[src/tlct_pkg.sv]
// shared constants and types for the two-level cache hit/miss tracker
package tlct_pkg;

  localparam int ADDR_W = 32;

  localparam int L1_SET_BITS = 4;
  localparam int L1_SETS     = 1 << L1_SET_BITS;
  localparam int L1_TAG_W    = ADDR_W - L1_SET_BITS;

  localparam int L2_SET_BITS = 6;
  localparam int L2_SETS     = 1 << L2_SET_BITS;
  localparam int L2_TAG_W    = ADDR_W - L2_SET_BITS;

  localparam int OFFSET_W  = 4;
  localparam int CFG_IDX_W = 8;

  localparam logic [OFFSET_W-1:0] OFFSET_RESET = OFFSET_W'(6);

  localparam logic [CFG_IDX_W-1:0] CFG_L1_OFFSET = CFG_IDX_W'(0);
  localparam logic [CFG_IDX_W-1:0] CFG_L2_OFFSET = CFG_IDX_W'(1);

  localparam logic MODE_READ  = 1'b0;
  localparam logic MODE_WRITE = 1'b1;

  typedef enum logic [2:0] {
    ST_NONE  = 3'd0,
    ST_RHIT  = 3'd1,
    ST_RMISS = 3'd2,
    ST_WHIT  = 3'd3,
    ST_WMISS = 3'd4
  } acc_state_t;

endpackage

[src/tlct_ram.sv]
// generic single-write, single-read ram with registered read data
module tlct_ram #(
  parameter int WIDTH = 8,
  parameter int DEPTH = 16
) (
  input  logic                                  clk,
  input  logic                                  we,
  input  logic [(DEPTH > 1 ? $clog2(DEPTH) : 1)-1:0] waddr,
  input  logic [WIDTH-1:0]                      wdata,
  input  logic                                  re,
  input  logic [(DEPTH > 1 ? $clog2(DEPTH) : 1)-1:0] raddr,
  output logic [WIDTH-1:0]                      rdata
);

  logic [WIDTH-1:0] mem [DEPTH];
  logic [WIDTH-1:0] rdata_r;

  always_ff @(posedge clk) begin
    if (we) begin
      mem[waddr] <= wdata;
    end
    if (re) begin
      rdata_r <= mem[raddr];
    end
  end

  assign rdata = rdata_r;

endmodule

[src/tlct_level.sv]
// one cache level: set row store, lookup, victim choice and fill
module tlct_level import tlct_pkg::*; #(
  parameter int SETS = 16,
  parameter int WAYS = 4,
  parameter int TAGW = 28
) (
  input  logic                                    clk,
  input  logic                                    rst_n,
  input  logic                                    rd_en,
  input  logic [(SETS > 1 ? $clog2(SETS) : 1)-1:0] rd_set,
  input  logic [TAGW-1:0]                         rd_tag,
  input  logic                                    fill_en,
  output logic                                    hit
);

  localparam int SW   = SETS > 1 ? $clog2(SETS) : 1;
  localparam int WW   = WAYS > 1 ? $clog2(WAYS) : 1;
  localparam int VLO  = WAYS * TAGW;
  localparam int LLO  = VLO + WAYS;
  localparam int ROWW = LLO + WW;

  logic [SW-1:0]   set_r;
  logic [TAGW-1:0] tag_r;
  logic [SETS-1:0] init_r;
  logic            init_q_r;
  logic            byp_r;
  logic [ROWW-1:0] wrow_r;
  logic [ROWW-1:0] rdata;
  logic [ROWW-1:0] row;
  logic [ROWW-1:0] row_nxt;
  logic [WAYS-1:0] valid;
  logic [WW-1:0]   last;
  logic [WW-1:0]   victim;

  tlct_ram #(.WIDTH(ROWW), .DEPTH(SETS)) u_ram (
    .clk   (clk),
    .we    (fill_en),
    .waddr (set_r),
    .wdata (row_nxt),
    .re    (rd_en),
    .raddr (rd_set),
    .rdata (rdata)
  );

  always_ff @(posedge clk) begin
    if (!rst_n) begin
      init_r <= '0;
    end else if (fill_en) begin
      init_r[set_r] <= 1'b1;
    end
  end

  always_ff @(posedge clk) begin
    if (rd_en) begin
      set_r    <= rd_set;
      tag_r    <= rd_tag;
      init_q_r <= init_r[rd_set];
      byp_r    <= fill_en && (rd_set == set_r);
    end
    if (fill_en) begin
      wrow_r <= row_nxt;
    end
  end

  // forward a row written in the same cycle it was read
  assign row   = byp_r ? wrow_r : (init_q_r ? rdata : '0);
  assign valid = row[VLO +: WAYS];
  assign last  = row[LLO +: WW];

  always_comb begin
    hit = 1'b0;
    for (int w = 0; w < WAYS; w++) begin
      if (valid[w] && (row[w*TAGW +: TAGW] == tag_r)) begin
        hit = 1'b1;
      end
    end
  end

  always_comb begin
    victim = (last == WW'(WAYS - 1)) ? '0 : last + WW'(1);
    for (int w = WAYS - 1; w >= 0; w--) begin
      if (!valid[w]) begin
        victim = WW'(w);
      end
    end
  end

  always_comb begin
    row_nxt = row;
    for (int w = 0; w < WAYS; w++) begin
      if (WW'(w) == victim) begin
        row_nxt[w*TAGW +: TAGW] = tag_r;
        row_nxt[VLO + w]        = 1'b1;
      end
    end
    row_nxt[LLO +: WW] = victim;
  end

endmodule

[config.mk]
export PLATFORM = sky130hd
export DESIGN_NAME = tlct_level
export DESIGN_NICKNAME = d
export VERILOG_FILES = /design/src/tlct_pkg.sv /design/src/tlct_ram.sv /design/src/tlct_level.sv
export SDC_FILE = /design/constraint.sdc
export NUM_CORES = 2
export LEC_CHECK = 0
export BUFFER_PORTS_ARGS = -buffer_cell sky130_fd_sc_hd__clkbuf_2
export CORE_MARGIN = 3
export CORE_UTILIZATION = 49
export DETAILED_ROUTE_END_ITERATION = 8
export PLACE_DENSITY = 0.7
export SLEW_MARGIN = 10
export SYNTH_ARGS = -nofsm -noshare
export SYNTH_HDL_FRONTEND = slang
export SYNTH_SLANG_ARGS = --single-unit
export TNS_END_PERCENT = 30
[constraint.sdc]
create_clock -name clk -period 9.65 [get_ports clk]
set_input_delay 0 -clock clk [delete_from_list [all_inputs] [get_ports clk]]
set_output_delay 0 -clock clk [all_outputs]
set_load 0.005 [all_outputs]
# After elaboration in Yosys (flattened, before gate mapping)
# Memory sizes are Yosys's and may differ from the RTL's. A register that Yosys moved wholly into a read port is not among the register bits.
# Cells that the tools add are included.
[classes]
n_eq_ne = 9
muxes = 25
n_bitwise = 1
n_reduce_logical = 7
magnitude_cmp = 3
n_addsub = 1
[op_table]
columns = ["cell", "count"]
rows = [
  ["118-bit two-way mux", 2],
  ["28-bit == test", 4],
  ["28-bit two-way mux", 4],
  ["16-bit OR", 1],
  ["1-bit two-way mux", 12],
  ["4-bit by 5-bit less-than comparator with 1-bit output, second input constant", 2],
  ["2-bit two-way mux", 5],
  ["1-bit logical AND", 6],
  ["1-bit binary-select mux with 4-bit select", 1],
  ["1-bit demux with 4-bit select", 1],
  ["2-bit == test, first input constant", 2],
  ["4-bit == test", 1],
  ["4-bit by 1-bit >= comparator with 1-bit output, second input constant", 1],
  ["2-bit by 1-bit adder with 2-bit output, second input constant", 1],
  ["1-bit by 2-bit == test with 1-bit output, first input constant", 1],
  ["2-bit == test, second input constant", 1],
  ["2-bit zero test", 1],
]
[totals]
mem_bits_rw = 1888
inputBits = 36
register_bits = 168
mem_count = 1
out_inout_bits = 1
wordCells = 53
[memory_table]
columns = ["memory", "words", "word_bits", "read_ports", "rd_clocked_by_memory_dff", "wr", "line_no", "rtl"]
rows = [
  ["u_ram.mem", 16, 118, 1, 1, 1, "tlct_ram.sv:15", "logic [WIDTH-1:0] mem [DEPTH];"],
]

# Logic depth before layout (Yosys ltp)
[depth]
ltp_word = 10
ltp_mapped = 12
depth_no_buf = 7

# Hierarchy
# A second synthesis with hierarchy kept.
[hier_totals]
cells_unflattened = 3956
area_unflattened_um2 = 83694.0
[modules_own_cells]
columns = ["module", "area_each_um2", "n_inst", "seq_area_each_um2", "cells_per_inst"]
rows = [
  ["tlct_ram", 73973.4, 1, 60237.8, 3016],
  ["tlct_level", 9720.6, 1, 4884.7, 940],
]

# Least setup slack after synthesis
# OpenSTA, ideal clock, no wires.
[synth_timing]
path_kind = "reg-to-reg"
from = "register set_r[3]"
to = "memory u_ram.mem[0][0] in the netlist's numbering (enable)"
path_stages_with_launch = 3
arrival_time_ns = 8.971
required_time_ns = 8.908
slack_ns = -0.063
n_path_buf = 0
period_less_slack_ns = 9.713
setup_time_ns = 0.742
cell_sequence = "edfxtp_1 -> or3b_2 -> nor3_1"
[synth_rtl]
columns = ["item", "line_no", "rtl"]
rows = [
  ["start, declared", "tlct_level.sv:22", "logic [SW-1:0] set_r;"],
  ["start signal, assigned", "tlct_level.sv:55", "set_r <= rd_set;"],
  ["end, declared", "tlct_ram.sv:15", ""],
]
# Straight into the memory's write port.

# Worst setup path in the final report
[layout_timing]
from = "register byp_r"
to = "output port hit"
[layout_between]
elab_chain_cells = 7
elab_cells_between_ends = 13
cone_classes = "eq/ne (4); mux (5); reduce/logical (4)"
[layout_rtl]
columns = ["item", "line_no", "rtl"]
rows = [
  ["start, declared", "tlct_level.sv:26", "logic byp_r;"],
  ["start signal, assigned", "tlct_level.sv:58", "byp_r <= fill_en && (rd_set == set_r);"],
  ["118-bit two-way mux *", "tlct_level.sv:66", "assign row = byp_r ? wrow_r : (init_q_r ? rdata : '0);"],
  ["28-bit == test", "tlct_level.sv:73", "if (valid[w] && (row[w*TAGW +: TAGW] == tag_r)) begin"],
  ["1-bit logical AND", "tlct_level.sv:73", ""],
  ["1-bit two-way mux (3 in series)", "tlct_level.sv:73", ""],
  ["1-bit two-way mux *", "tlct_level.sv:73", ""],
  ["end, declared", "tlct_level.sv:13", "output logic hit"],
]
# Every way passes the cells marked *; elsewhere a longest branch is shown, timed or not.

==> out/metrics.cfg <==
[sta]
final.setup.worst_slack_ps = 4010
fmax_mhz = 177
fin_skew_ps = 70.0
fin_setup_tns_ps = 0
period_needed_ps = 5640
period_share = 0.585
relSlewSlack = 0.0995
rsz0062_at_grt = no
finalHoldViolations = 0
drv_slew = 0
setup_viol = 0
worst_pin_slew_ps = 1330

[floorplan]
die_w_microns = 420
die-area_sq_um = 176000
rows = 151
fp.dieH_microns = 420
coreArea_sq_um = 170000
initial_core_util = 0.495
ios = 37

[pwr]
switching_share = 0.227
power_density_nw_per_um2 = 214
p_sw_uw = 4580
p_leak_uw = 0.0296
p_clk_frac = 0.384
vdd_drop_max_mv = 0.159
comb_power_share = 0.070
p_int_uw = 15600
pwr-share-seq = 0.546

[route]
drt_pre_antenna_iters = 8
viasPerCell = 6.60
drt_iter0_drc = 6439
drt_wl_total_microns = 215000
final_antenna_net_count = 0
drc = 0
wl_per_cell_microns = 34.0
vias = 41700

[flow_run]
cap_violations = 0

[synth]
ys_types = 63
synthFlopType = edfxtp_1
ys_async_sr_fraction = 0
synth_seq_cells = 2174
syn-instance-count = 3727
synth-edff-count = 2158
yosysWarnings = 0
synth_area_leaders = edfxtp_1 (77%), mux4_2 (16%), a22oi_1 (0.97%)
yosysTopAreaCell = edfxtp_1
synthDominantCellAreaShare = 0.771
synthesis.area_sq_um = 84000
synth_common_cells = edfxtp_1 (2158), mux4_2 (595), nor2_1 (121)
synth-seq-area-share = 0.775
avgSynthCellArea_sq_um = 22.5
post-synth-top-count-cell = edfxtp_1

[worst_setup_path]
worstSetupStartpointType = flip-flop
critPathSlowestCell = nor4_1
crit_fanout = 42
critPathKind = reg2out
cp-end-kind = output pin
max_stage_delay_ps = 860
worstPathRequired_ps = 9650
regToRegStartpoint = byp_r
critPathLaunch = byp_r
crit_chain = nor2b_4 > buf_4 > buf_4 > a22oi_1 > xnor2_1 > nor4_1 > nand4_1 > nor4_1 > or4_1 > clkbuf_2
critical_path_arrival_ps = 5640

[cts]
clkLatencyLatePin_ps = 880
clkTransAtPathRegs_ps = 60
cts_resized = 0
cts.root.buffer_cell = clkbuf_16
cts_sinks = 2174
h-tree-depth = 4
cts_tree = done
cts_setup_buffers = 0
cts_buffer_depth = 3
holdBufCountCts = 63
cts_buffers = 204

[place]
dpl-instance-area_sq_um = 87100
dp_slack_ps = 4510
dpl.hpwl_microns = 112000
dp.cells = 5879
gp_congestion = 0.888
portBuffers = 36

[grt]
grt_pass1_vias = 41600
antenna_found_initial = 7
grt_pass1_wl_microns = 307000
globalRoute.totalOverflow = 0
grt_use_total = 0.246
grt_max_degree = 134

[layout]
finish.utilization = 0.555
final_nets = 3967
fin_area_sq_um = 94300
final_layout_size_suffix_gt1_frac = 0.259
area_growth_pct = 12.3
fin_cells = 6322

[min_path]
holdCritPathClass = in2reg
min-delay-start = rst_n

[status]
outcome = finished clean

power by group through the flow:
stage | clock (uW) | sequential [uW] | combinational [uW]
5_1_grt | 8230 | 11000 | 1470
2_1_floorplan | 0 | 11100 | 846
4_1_cts | 7850 | 11000 | 1380
3_5_place_dp | 0 | 11200 | 1360
6_report | 7750 | 11000 | 1400
3_3_place_gp | 0 | 11200 | 1330
path summary, 6_finish.rpt:
| check | endpoint | slack (ps) | cells after the start |
|---|---|---|---|
| hold reg to reg | init_r[6] | 460 | 1 |
| hold / removal | init_r[3] | 140 | 3 |
| setup / recovery | hit | 4010 | 10 |
| setup reg to reg | u_ram.mem[8][54] | 4670 | 8 |
sequential cells by signal, indices dropped and copies added (netlist names):
signal / flops
byp_r: 1
init_r: 16
set_r: 4
init_q_r: 1
wrow_r: 118
tag_r: 28
u_ram.mem: 1888
u_ram.rdata: 118
cells by family after synthesis:
logic type	after synthesis	synth area share
and+or+nand+nor	256	0.0138
xor gates and xnor gates	68	0.00709
other	1	0.0000446
muxes	595	0.160
AOI/OAI and AO/OA	384	0.0311
buffers and inverters	249	0.0132
DFF	2174	0.775
worst max-delay path: cells and delay by family, from the launching register on:
family	cells	cell delay (ps)
AND/OR/NAND/NOR	5	2320
buffers and inverters	3	1560
XOR/XNOR	1	180
AO/OA/AOI/OAI	1	230
flip-flops	1	430
layout make-up:
type	count	area [sq um]
diodes	4	10.0
repair buffers	206	1830
clock inverters	123	1150
multi-input cells	1320	18000
inverters	25	93.8
flip-flops and latches	2174	65100
fillers	12100	75500
clock buffers	252	5310
well taps	2218	2780
layer usage:
metal  wire length (microns)  global-route usage
met5                      27                   0
met4                   10500               0.111
met3                   23400              0.0562
met2                  102000               0.380
met1                   79400               0.339
cells in the final DEF (no fill, tap or decap), types with 7 or more instances in the layout:
cell type	count
a21oi_1	107
a21oi_2	13
a221oi_1	20
a222oi_1	10
a22o_1	20
a22oi_1	109
and3_1	9
buf_12	11
buf_4	94
bufinv_16	12
clkbuf_1	47
clkbuf_16	205
clkbuf_2	30
clkinv_1	49
clkinv_16	7
clkinv_2	36
clkinvlp_4	7
conb_1	17
dfxtp_1	16
dlygate4sd3_1	63
edfxtp_1	2158
inv_1	23
mux4_2	595
nand2_1	56
nand3_1	10
nand4_1	15
nor2_1	109
nor2_4	12
nor2b_1	10
o21a_1	17
o21ai_0	33
o21ai_1	9
xnor2_1	39
xor2_1	29
metrics by stage:
step                hold slack (ps)  power [uW]
floorplan                      98.9       12000
finish                          138       20200
CTS                            90.5       20300
detailed placement              179       12600
global placement                177       12500
global route                    150       20700
Power figures use the tool's default switching activity.
